===== src/rtl/pqr_pkg.sv =====
// Shared types and constants for the passive quote reconciler.
// Used by every module under rtl; depends on nothing.
package pqr_pkg;

  localparam int unsigned PriceW   = 32;
  localparam int unsigned QtyW     = 24;
  localparam int unsigned CapW     = 31;
  localparam int unsigned MoveW    = 16;
  localparam int unsigned FeeW     = 16;
  localparam int unsigned CfgIdxW  = 3;
  localparam int unsigned CfgDataW = 31;

  localparam int unsigned FifoDepth = 4;
  localparam int unsigned FifoAw    = 2;

  // 2*edge fits in 35 signed bits; times the fee scale it fits in 53
  localparam int unsigned EdgeW = 35;
  localparam int unsigned ProdW = 53;
  localparam logic signed [ProdW-1:0] FeeScale = 53'sd100000;

  localparam logic [PriceW-1:0] PriceMax = '1;

  typedef enum logic [2:0] {
    CfgMinMove  = 3'd0,
    CfgInvCap   = 3'd1,
    CfgQuoteSz  = 3'd2,
    CfgFloor    = 3'd3,
    CfgEdgeEn   = 3'd4,
    CfgFee      = 3'd5
  } cfg_idx_e;

  typedef enum logic [1:0] {
    ActNone    = 2'd0,
    ActPlace   = 2'd1,
    ActCancel  = 2'd2,
    ActReplace = 2'd3
  } action_e;

  typedef enum logic [2:0] {
    RsnPlaced     = 3'd0,
    RsnReplaced   = 3'd1,
    RsnUnchanged  = 3'd2,
    RsnSuppressed = 3'd3,
    RsnCap        = 3'd4,
    RsnEdge       = 3'd5,
    RsnUnwanted   = 3'd6,
    RsnNoBook     = 3'd7
  } reason_e;

  typedef struct packed {
    logic [MoveW-1:0]  min_move;
    logic [CapW-1:0]   inv_cap;
    logic [QtyW-1:0]   quote_size;
    logic              floor_at_touch;
    logic              edge_en;
    logic [FeeW-1:0]   fee;
  } pqr_cfg_t;

  typedef struct packed {
    logic               retire;
    logic               side;
    logic               want;
    logic [PriceW-1:0]  model_price;
    logic [PriceW-1:0]  bid_top;
    logic               bid_present;
    logic [PriceW-1:0]  ask_top;
    logic               ask_present;
    logic signed [31:0] inventory;
    logic [CapW-1:0]    working_qty;
    logic               order_live;
  } pqr_in_t;

  // Partly classified item inside the front pipeline
  typedef struct packed {
    logic              retire;
    logic              side;
    logic              book_ok;
    logic              want;
    logic              at_cap;
    logic              live;
    logic [PriceW-1:0] price;
  } pqr_pre_t;

  // Classified item handed from front to back
  typedef struct packed {
    logic              retire;
    logic              side;
    logic              book_ok;
    logic              drop;
    reason_e           drop_reason;
    logic              live;
    logic [PriceW-1:0] price;
  } pqr_cls_t;

  typedef struct packed {
    logic              side;
    action_e           action;
    logic [PriceW-1:0] price;
    logic [QtyW-1:0]   qty;
    reason_e           reason;
  } pqr_res_t;

endpackage


===== src/rtl/pqr_front.sv =====
// Front pipeline: target price, inventory cap and fee-edge tests, three stages.
// Depends on pqr_pkg; feeds pqr_fifo.
module pqr_front import pqr_pkg::*; (
  input  logic     clk_i,
  input  logic     rst_ni,
  input  pqr_cfg_t cfg_i,
  input  logic     in_valid_i,
  output logic     in_ready_o,
  input  pqr_in_t  in_i,
  output logic     out_valid_o,
  input  logic     out_ready_i,
  output pqr_cls_t out_o
);

  logic a_valid_q, b_valid_q, c_valid_q;
  logic a_ready, b_ready, c_ready;

  pqr_pre_t a_d, a_q, b_q, c_q;
  logic [PriceW:0] mid2_d, mid2_q;
  logic signed [EdgeW-1:0] te_d, te_q;
  logic [2*PriceW+FeeW-PriceW-1+PriceW-PriceW:0] fp_d, fp_b_q, fp_c_q;
  logic signed [ProdW-1:0] lhs_d, lhs_q;

  logic [PriceW-1:0] p1, p;
  logic signed [33:0] inv_ext, wq_ext, cap_ext;
  logic signed [33:0] long_sum, short_sum;
  logic edge_ok;

  // Ready ripples back through the stages
  assign c_ready    = !c_valid_q || out_ready_i;
  assign b_ready    = !b_valid_q || c_ready;
  assign a_ready    = !a_valid_q || b_ready;
  assign in_ready_o = a_ready;

  // Stage A: target price and cap test
  always_comb begin
    if (!in_i.side) begin
      p1 = (cfg_i.floor_at_touch && in_i.model_price > in_i.bid_top) ? in_i.bid_top
                                                                      : in_i.model_price;
      if (p1 >= in_i.ask_top) begin
        p = (in_i.ask_top == '0) ? '0 : in_i.ask_top - 32'd1;
      end else begin
        p = p1;
      end
    end else begin
      p1 = (cfg_i.floor_at_touch && in_i.model_price < in_i.ask_top) ? in_i.ask_top
                                                                      : in_i.model_price;
      if (p1 <= in_i.bid_top) begin
        p = (in_i.bid_top == PriceMax) ? PriceMax : in_i.bid_top + 32'd1;
      end else begin
        p = p1;
      end
    end

    inv_ext   = {{2{in_i.inventory[31]}}, in_i.inventory};
    wq_ext    = {3'b000, in_i.working_qty};
    cap_ext   = {3'b000, cfg_i.inv_cap};
    long_sum  = inv_ext + wq_ext;
    short_sum = inv_ext - wq_ext;

    a_d.retire  = in_i.retire;
    a_d.side    = in_i.side;
    a_d.book_ok = in_i.bid_present && in_i.ask_present;
    a_d.want    = in_i.want;
    a_d.at_cap  = in_i.side ? (short_sum <= -cap_ext) : (long_sum >= cap_ext);
    a_d.live    = in_i.order_live;
    a_d.price   = p;
    mid2_d      = {1'b0, in_i.bid_top} + {1'b0, in_i.ask_top};
  end

  // Stage B: twice the edge and fee times price
  always_comb begin
    if (!a_q.side) begin
      te_d = $signed({2'b00, mid2_q}) - $signed({2'b00, a_q.price, 1'b0});
    end else begin
      te_d = $signed({2'b00, a_q.price, 1'b0}) - $signed({2'b00, mid2_q});
    end
    fp_d = {{PriceW{1'b0}}, cfg_i.fee} * {{FeeW{1'b0}}, a_q.price};
  end

  // Stage C: scale the edge
  assign lhs_d = $signed({{(ProdW-EdgeW){te_q[EdgeW-1]}}, te_q}) * FeeScale;

  always_ff @(posedge clk_i or negedge rst_ni) begin
    if (!rst_ni) begin
      a_valid_q <= 1'b0;
      b_valid_q <= 1'b0;
      c_valid_q <= 1'b0;
    end else begin
      if (a_ready) a_valid_q <= in_valid_i;
      if (b_ready) b_valid_q <= a_valid_q;
      if (c_ready) c_valid_q <= b_valid_q;
    end
  end

  always_ff @(posedge clk_i) begin
    if (a_ready) begin
      a_q    <= a_d;
      mid2_q <= mid2_d;
    end
    if (b_ready) begin
      b_q    <= a_q;
      te_q   <= te_d;
      fp_b_q <= fp_d;
    end
    if (c_ready) begin
      c_q    <= b_q;
      lhs_q  <= lhs_d;
      fp_c_q <= fp_b_q;
    end
  end

  assign edge_ok = !cfg_i.edge_en ||
                   (lhs_q > $signed({{(ProdW-PriceW-FeeW-1){1'b0}}, fp_c_q, 1'b0}));

  always_comb begin
    out_o.retire      = c_q.retire;
    out_o.side        = c_q.side;
    out_o.book_ok     = c_q.book_ok;
    out_o.live        = c_q.live;
    out_o.price       = c_q.price;
    out_o.drop        = 1'b1;
    out_o.drop_reason = RsnUnwanted;
    if (!c_q.want) begin
      out_o.drop_reason = RsnUnwanted;
    end else if (c_q.at_cap) begin
      out_o.drop_reason = RsnCap;
    end else if (!edge_ok) begin
      out_o.drop_reason = RsnEdge;
    end else begin
      out_o.drop = 1'b0;
    end
  end

  assign out_valid_o = c_valid_q;

endmodule


===== src/rtl/pqr_fifo.sv =====
// Short queue of classified items between front and back.
// Depends on pqr_pkg.
module pqr_fifo import pqr_pkg::*; (
  input  logic     clk_i,
  input  logic     rst_ni,
  input  logic     in_valid_i,
  output logic     in_ready_o,
  input  pqr_cls_t in_i,
  output logic     out_valid_o,
  input  logic     out_ready_i,
  output pqr_cls_t out_o
);

  pqr_cls_t mem_q [FifoDepth];
  logic [FifoAw-1:0] wptr_q, rptr_q;
  logic [FifoAw:0]   count_q;
  logic push, pop;

  assign in_ready_o  = (count_q != (FifoAw+1)'(FifoDepth));
  assign out_valid_o = (count_q != '0);
  assign push        = in_valid_i && in_ready_o;
  assign pop         = out_valid_o && out_ready_i;
  assign out_o       = mem_q[rptr_q];

  always_ff @(posedge clk_i or negedge rst_ni) begin
    if (!rst_ni) begin
      wptr_q  <= '0;
      rptr_q  <= '0;
      count_q <= '0;
    end else begin
      if (push) wptr_q <= wptr_q + FifoAw'(1);
      if (pop)  rptr_q <= rptr_q + FifoAw'(1);
      if (push && !pop) begin
        count_q <= count_q + (FifoAw+1)'(1);
      end else if (pop && !push) begin
        count_q <= count_q - (FifoAw+1)'(1);
      end
    end
  end

  always_ff @(posedge clk_i) begin
    if (push) mem_q[wptr_q] <= in_i;
  end

`ifndef NO_ASSERTIONS
  a_count_bound: assert property (@(posedge clk_i) disable iff (!rst_ni)
    count_q <= (FifoAw+1)'(FifoDepth))
    else $error("queue count beyond depth");
  a_count_up: assert property (@(posedge clk_i) disable iff (!rst_ni)
    push && !pop |=> count_q == $past(count_q) + (FifoAw+1)'(1))
    else $error("queue count missed a push");
  a_ptr_gap: assert property (@(posedge clk_i) disable iff (!rst_ni)
    count_q[FifoAw-1:0] == FifoAw'(wptr_q - rptr_q))
    else $error("queue pointers disagree with count");
`endif

endmodule


===== src/rtl/pqr_back.sv =====
// Back end: per-side resting quote state, decision and output register.
// Depends on pqr_pkg; takes items from pqr_fifo.
module pqr_back import pqr_pkg::*; (
  input  logic     clk_i,
  input  logic     rst_ni,
  input  pqr_cfg_t cfg_i,
  input  logic     in_valid_i,
  output logic     in_ready_o,
  input  pqr_cls_t in_i,
  output logic     out_valid_o,
  input  logic     out_ready_i,
  output pqr_res_t out_o
);

  logic              resting_q [2];
  logic [PriceW-1:0] rp_q [2];
  logic              out_valid_q;
  pqr_res_t          res_q, res_d;

  logic              pop;
  logic              rest_now, rest_eff, rest_new;
  logic [PriceW-1:0] rp_now, rp_new, mv;

  assign in_ready_o = !out_valid_q || out_ready_i;
  assign pop        = in_valid_i && in_ready_o;

  always_comb begin
    rest_now = resting_q[in_i.side];
    rp_now   = rp_q[in_i.side];
    rest_eff = rest_now && in_i.live;
    rest_new = rest_now;
    rp_new   = rp_now;
    mv       = (in_i.price > rp_now) ? in_i.price - rp_now : rp_now - in_i.price;

    res_d.side   = in_i.side;
    res_d.action = ActNone;
    res_d.price  = '0;
    res_d.qty    = '0;
    res_d.reason = RsnNoBook;

    if (in_i.retire) begin
      rest_new = 1'b0;
    end else if (in_i.book_ok) begin
      // drop a stale quote before deciding
      rest_new = rest_eff;
      if (in_i.drop) begin
        res_d.reason = in_i.drop_reason;
        if (rest_eff) begin
          res_d.action = ActCancel;
          rest_new     = 1'b0;
        end
      end else if (!rest_eff) begin
        res_d.action = ActPlace;
        res_d.reason = RsnPlaced;
        res_d.price  = in_i.price;
        res_d.qty    = cfg_i.quote_size;
        rest_new     = 1'b1;
        rp_new       = in_i.price;
      end else if (rp_now == in_i.price) begin
        res_d.reason = RsnUnchanged;
      end else if (mv < {{(PriceW-MoveW){1'b0}}, cfg_i.min_move}) begin
        res_d.reason = RsnSuppressed;
      end else begin
        res_d.action = ActReplace;
        res_d.reason = RsnReplaced;
        res_d.price  = in_i.price;
        res_d.qty    = cfg_i.quote_size;
        rp_new       = in_i.price;
      end
    end
  end

  always_ff @(posedge clk_i or negedge rst_ni) begin
    if (!rst_ni) begin
      out_valid_q  <= 1'b0;
      resting_q[0] <= 1'b0;
      resting_q[1] <= 1'b0;
    end else begin
      if (pop) begin
        out_valid_q            <= 1'b1;
        resting_q[in_i.side]   <= rest_new;
      end else if (out_ready_i) begin
        out_valid_q <= 1'b0;
      end
    end
  end

  always_ff @(posedge clk_i) begin
    if (pop) begin
      res_q             <= res_d;
      rp_q[in_i.side]   <= rp_new;
    end
  end

  assign out_valid_o = out_valid_q;
  assign out_o       = res_q;

`ifndef NO_ASSERTIONS
  a_quote_recorded: assert property (@(posedge clk_i) disable iff (!rst_ni)
    out_valid_q && (res_q.action == ActPlace || res_q.action == ActReplace)
    |-> resting_q[res_q.side] && rp_q[res_q.side] == res_q.price)
    else $error("placed quote not recorded");
  a_cancel_cleared: assert property (@(posedge clk_i) disable iff (!rst_ni)
    out_valid_q && res_q.action == ActCancel |-> !resting_q[res_q.side])
    else $error("cancelled quote still resting");
  a_idle_zero: assert property (@(posedge clk_i) disable iff (!rst_ni)
    out_valid_q && (res_q.action == ActNone || res_q.action == ActCancel)
    |-> res_q.price == '0 && res_q.qty == '0)
    else $error("price or size on a non-quoting result");
`endif

endmodule


===== src/rtl/passive_quote_reconciler_top.sv =====
// Each item passes front stages A, B and C, the queue and the output register.
// Throughput: one item per cycle while the master side takes results.
// Front pipeline of three stages, four-entry queue, registered output.
// Reset (rst_ni low, asynchronous) clears all quotes and sets registers to defaults.
// Top level: configuration registers, stream packing, front, queue and back.
// Depends on pqr_pkg, pqr_front, pqr_fifo and pqr_back.
module passive_quote_reconciler_top import pqr_pkg::*; (
  input  logic                clk_i,
  input  logic                rst_ni,
  input  logic                cfg_valid_i,
  output logic                cfg_ready_o,
  input  logic [CfgIdxW-1:0]  cfg_index_i,
  input  logic [CfgDataW-1:0] cfg_data_i,
  input  logic                s_axis_tvalid,
  output logic                s_axis_tready,
  // side, want, model_price, bid_top, bid_present, ask_top, ask_present,
  // inventory, working_qty, order_live, zero fill
  input  logic [167:0]        s_axis_tdata,
  // cmd
  input  logic [0:0]          s_axis_tuser,
  output logic                m_axis_tvalid,
  input  logic                m_axis_tready,
  // side_out, action, quote_price, quote_qty, reason, zero fill
  output logic [63:0]         m_axis_tdata
);

  pqr_cfg_t cfg_q;
  pqr_in_t  in_item;
  pqr_cls_t front_item, fifo_item;
  pqr_res_t res;
  logic     front_valid, front_ready, fifo_valid, fifo_ready;

  assign cfg_ready_o = 1'b1;

  always_ff @(posedge clk_i or negedge rst_ni) begin
    if (!rst_ni) begin
      cfg_q.min_move       <= MoveW'(1);
      cfg_q.inv_cap        <= '0;
      cfg_q.quote_size     <= QtyW'(1);
      cfg_q.floor_at_touch <= 1'b0;
      cfg_q.edge_en        <= 1'b0;
      cfg_q.fee            <= '0;
    end else if (cfg_valid_i) begin
      case (cfg_index_i)
        CfgMinMove: cfg_q.min_move       <= cfg_data_i[MoveW-1:0];
        CfgInvCap:  cfg_q.inv_cap        <= cfg_data_i[CapW-1:0];
        CfgQuoteSz: cfg_q.quote_size     <= cfg_data_i[QtyW-1:0];
        CfgFloor:   cfg_q.floor_at_touch <= cfg_data_i[0];
        CfgEdgeEn:  cfg_q.edge_en        <= cfg_data_i[0];
        CfgFee:     cfg_q.fee            <= cfg_data_i[FeeW-1:0];
        default: ;
      endcase
    end
  end

  always_comb begin
    in_item.retire      = s_axis_tuser[0];
    in_item.side        = s_axis_tdata[0];
    in_item.want        = s_axis_tdata[1];
    in_item.model_price = s_axis_tdata[33:2];
    in_item.bid_top     = s_axis_tdata[65:34];
    in_item.bid_present = s_axis_tdata[66];
    in_item.ask_top     = s_axis_tdata[98:67];
    in_item.ask_present = s_axis_tdata[99];
    in_item.inventory   = $signed(s_axis_tdata[131:100]);
    in_item.working_qty = s_axis_tdata[162:132];
    in_item.order_live  = s_axis_tdata[163];
  end

  pqr_front u_front (
    .clk_i       (clk_i),
    .rst_ni      (rst_ni),
    .cfg_i       (cfg_q),
    .in_valid_i  (s_axis_tvalid),
    .in_ready_o  (s_axis_tready),
    .in_i        (in_item),
    .out_valid_o (front_valid),
    .out_ready_i (front_ready),
    .out_o       (front_item)
  );

  pqr_fifo u_fifo (
    .clk_i       (clk_i),
    .rst_ni      (rst_ni),
    .in_valid_i  (front_valid),
    .in_ready_o  (front_ready),
    .in_i        (front_item),
    .out_valid_o (fifo_valid),
    .out_ready_i (fifo_ready),
    .out_o       (fifo_item)
  );

  pqr_back u_back (
    .clk_i       (clk_i),
    .rst_ni      (rst_ni),
    .cfg_i       (cfg_q),
    .in_valid_i  (fifo_valid),
    .in_ready_o  (fifo_ready),
    .in_i        (fifo_item),
    .out_valid_o (m_axis_tvalid),
    .out_ready_i (m_axis_tready),
    .out_o       (res)
  );

  assign m_axis_tdata = {2'b00, res.reason, res.qty, res.price, res.action, res.side};

endmodule


===== config.mk =====
export PLATFORM = sky130hd
export DESIGN_NAME = passive_quote_reconciler_top
export DESIGN_NICKNAME = d
export VERILOG_FILES = /design/src/rtl/pqr_pkg.sv /design/src/rtl/pqr_front.sv /design/src/rtl/pqr_fifo.sv /design/src/rtl/pqr_back.sv /design/src/rtl/passive_quote_reconciler_top.sv
export SDC_FILE = /design/constraint.sdc
export NUM_CORES = 2
export LEC_CHECK = 0
export ABC_AREA = 1
export BUFFER_PORTS_ARGS = -buffer_cell sky130_fd_sc_hd__buf_2
export CAP_MARGIN = 40
export CORE_ASPECT_RATIO = 1.75
export CORE_UTILIZATION = 30
export CTS_CLUSTER_SIZE = 16
export DETAILED_ROUTE_END_ITERATION = 6
export PLACE_DENSITY = 0.45
export SYNTH_ARGS = -nofsm -noshare
export SYNTH_HDL_FRONTEND = slang
export SYNTH_HIERARCHICAL = 1
export SYNTH_SLANG_ARGS = --single-unit

===== constraint.sdc =====
create_clock -name clk_i -period 9.65 [get_ports clk_i]
set_input_delay 0 -clock clk_i [delete_from_list [all_inputs] [get_ports clk_i]]
set_output_delay 0 -clock clk_i [all_outputs]
set_load 0.01 [all_outputs]

==> implementation parameters <==
Parameter                              Value

Status
  Status    finished clean

GRT
  Grt ovf    0
  Overall track demand over capacity in global routing    21.6%
  Vias in the first global route    68,100
  Number of antenna violations at the first check in global routing    13
  First-pass GRT wire length    413,000 um
  Maximum number of pins on one net before global-route repair    77

Layout
  Commonest non-fill, non-tap cell in the layout    nand2_1
  Top library cells by usage in the layout, fill and taps aside    nand2_1, inv_1, ha_1
  Growth of design area from synthesis to finish    12.5%
  Post-route standard cell area excluding fillers    85,000 um2
  Layout net count    11,300
  Finished Core Util    33.9%
  Fraction of final layout cells with drive strength greater than 1    7.51%

Placement
  Buffers added on ports    267
  Placed inst area    80,500 um2
  Placed wire-length estimate    229,000 um
  Post-Place Worst Slack    1560 ps
  RD Place Congestion    0.973

Route
  Total iterations of the first detailed-routing run    6
  Remaining antenna violation count    0
  Routed vias/inst    4.85
  Overall via count from detail_route    63,900
  # DRC    0
  Post-DR wirelength/cell    21.0 um
  Starting DRT DRC Count    3,564
  Overall routed net length    277,000 um

Worst setup path
  Worst stage delay on the critical path    650 ps
  Most repeated library cell on the critical path    nand2_1
  CP startpoint kind    flip-flop
  Kind of critical path    flip-flop to flip-flop
  Required time of the worst setup path    10,080 ps
  Cell at the slowest stage of the critical path    buf_4
  Worst Setup End Kind    flip-flop
  Worst Path Arrival    8530 ps
  Largest fanout on the critical path    69

Yosys
  Number of instances in the synthesized netlist    9,489
  Cell area after technology mapping    75,600 um2
  Syn Area/Cell    7.97 um2
  Xor and xnor fraction of the mapped netlist area    3.27%
  Area fraction in compound gates after synthesis    9.27%
  Number of synthesized register bits    713
  Post-synthesis adder-cell area fraction    27.3%
  Post-Synth Simple-Gate Area    20.9%
  Seq/Total Area, Yosys    27.6%
  Number of distinct standard cells referenced by the synthesized netlist    75
  EDFF count, synth    611
  Mux cell area share after synthesis    0.0397%
  Asr flop ratio synth    14.3%
  Main combinational cell family by area after synthesis    adder cells
  Most instantiated flip-flop cell in the synthesis netlist    edfxtp_1
  Synth Warn #    6

Clock tree
  Quantity of gates resized following cts    0
  Library cell used as clock root buffer    clkbuf_16
  Cts bufs inserted    77
  Clock Tree Buf Depth    3
  Clk pin slew, worst setup/hold paths    70 ps
  Number of H-tree branching levels    3
  Post-CTS repair timing setup buffer count    0
  Clock tree from TritonCTS    yes
  Clock Latency Late Sink    690 ps
  Clock net sink count    713

Timing
  Min Clock Period, post-route    8100 ps
  Unrepaired setup endpoints after global routing    false
  Crit share post-route    84.0%
  Actual transition at the worst max-transition pin    994 ps
  Final clock skew    42.5 ps
  Final Hold Violating Endpoints    0
  Final Max Tran Viols    0
  Worst Setup Slack, final    1550 ps
  F_max    123 MHz
  Sum of negative setup slack    0 ps
  Worst relative slew slack    33.5%
  Final setup violation count    0

Floorplan
  Top-level port count    275
  Area of the core    251,000 um2
  DIE AREA    254,000 um2
  Die outline height    666 um
  FP Rows    243
  Die boundary width    381 um
  Initial Utilization    30.2%

Run
  Count of max-cap constraint violations    0

Worst hold path
  Worst min-delay path class    input pin to flip-flop
[final cells by class]
type                       count  area [um2]
antenna                        5        12.5
clock buffer                  97        2040
clock inverter                46         563
fill                       26700      165000
inverter                    1869        7020
multi-input combinational   6580       46000
sequential                   713       20900
tap                         3307        4140
timing repair buffer         568        4320
[worst max-delay path, delay by kind of cell, from the launching register on]
kind	cells	cell delay, ps
xor+xnor	1	460
flops	1	420
fa+ha+maj	2	700
buf+inv	10	2960
compound gates	7	1430
simple gates	13	1730
[metal layers]
layer	vias to the layer above	share of wire (%)	GRT usage [%]
met3	624	3.0	1.56
met4	0	7.6	14.1
li1	30800	-	-
met2	1740	56	44.0
met1	30800	33	20.2
met5	-	0	0
[what timing repair did]
item	4_1_cts	5_1_grt
endpoints found under the hold margin	198	0
endpoints found under the setup margin	0	0
hold buffers	186	0
[synth_stat cells (12+ instances only)]
cell / n / area share [%]
inv_2: 35 / 0.17
nand4_1: 98 / 0.81
a31oi_1: 43 / 0.36
inv_1: 1830 / 9.1
nor2_1: 574 / 2.8
nor4_1: 32 / 0.26
buf_6: 16 / 0.24
or2_2: 34 / 0.28
buf_4: 52 / 0.52
buf_2: 78 / 0.52
o21a_1: 27 / 0.27
edfxtp_1: 611 / 24
o21ai_1: 36 / 0.24
dfrtp_1: 100 / 3.3
o21bai_1: 40 / 0.40
xnor2_1: 66 / 0.76
nand2_2: 18 / 0.15
nor2_2: 53 / 0.44
xor2_1: 216 / 2.5
clkbuf_1: 168 / 0.83
a21o_1: 39 / 0.39
nor3_1: 65 / 0.43
nor2_4: 12 / 0.18
o21ai_0: 297 / 2.0
a21oi_1: 554 / 3.7
o211ai_1: 81 / 0.80
o211ai_2: 20 / 0.33
nand3_1: 505 / 3.3
fa_1: 552 / 15
ha_1: 769 / 13
nand2_1: 2318 / 12
[sequential cells by signal, indices dropped and copies added (netlist names), 48 cells and up]
name            cells
u_front/fp_c_q     48
u_front/lhs_q      48
u_back/rp_q        64
u_back/out_o       62
u_front/fp_b_q     48
cfg_q              89
u_fifo/mem_q      160
[logic make-up after synthesis]
| group | Yosys count |
|---|---|
| muxes | 3 |
| buffers and inverters | 2197 |
| and+or+nand+nor | 3758 |
| xor gates and xnor gates | 282 |
| DFF | 713 |
| AOI/OAI and AO/OA | 1212 |
| other | 3 |
| adders and majority gates | 1321 |
[per-stage QoR]
step	hold slack, ps	instances
finish	46.8	13200
global route	26.3	13200
CTS	0.427	13200
detailed placement	121	12900
global placement	113	12800
floorplan	-296	9490
[worst paths after layout]
kind	start	end	slack (ps)	cells after the start
worst min register to register	u_front/b_q[2]	u_front/out_o[2]	400	0
worst min-delay path	s_axis_tdata[45]	u_front/mid2_q[11]	50	3
max in group asynchronous	rst_ni	cfg_q[20]	8430	4
worst max register to register	u_fifo/rptr_q[0]	u_back/out_o[3]	1550	33
min in group asynchronous	rst_ni	cfg_q[73]	400	3
worst max-delay path	u_fifo/rptr_q[0]	u_back/out_o[3]	1550	33
Power is not shown: default switching activity piles up to over one toggle a cycle in this logic, so the estimate is an artifact.
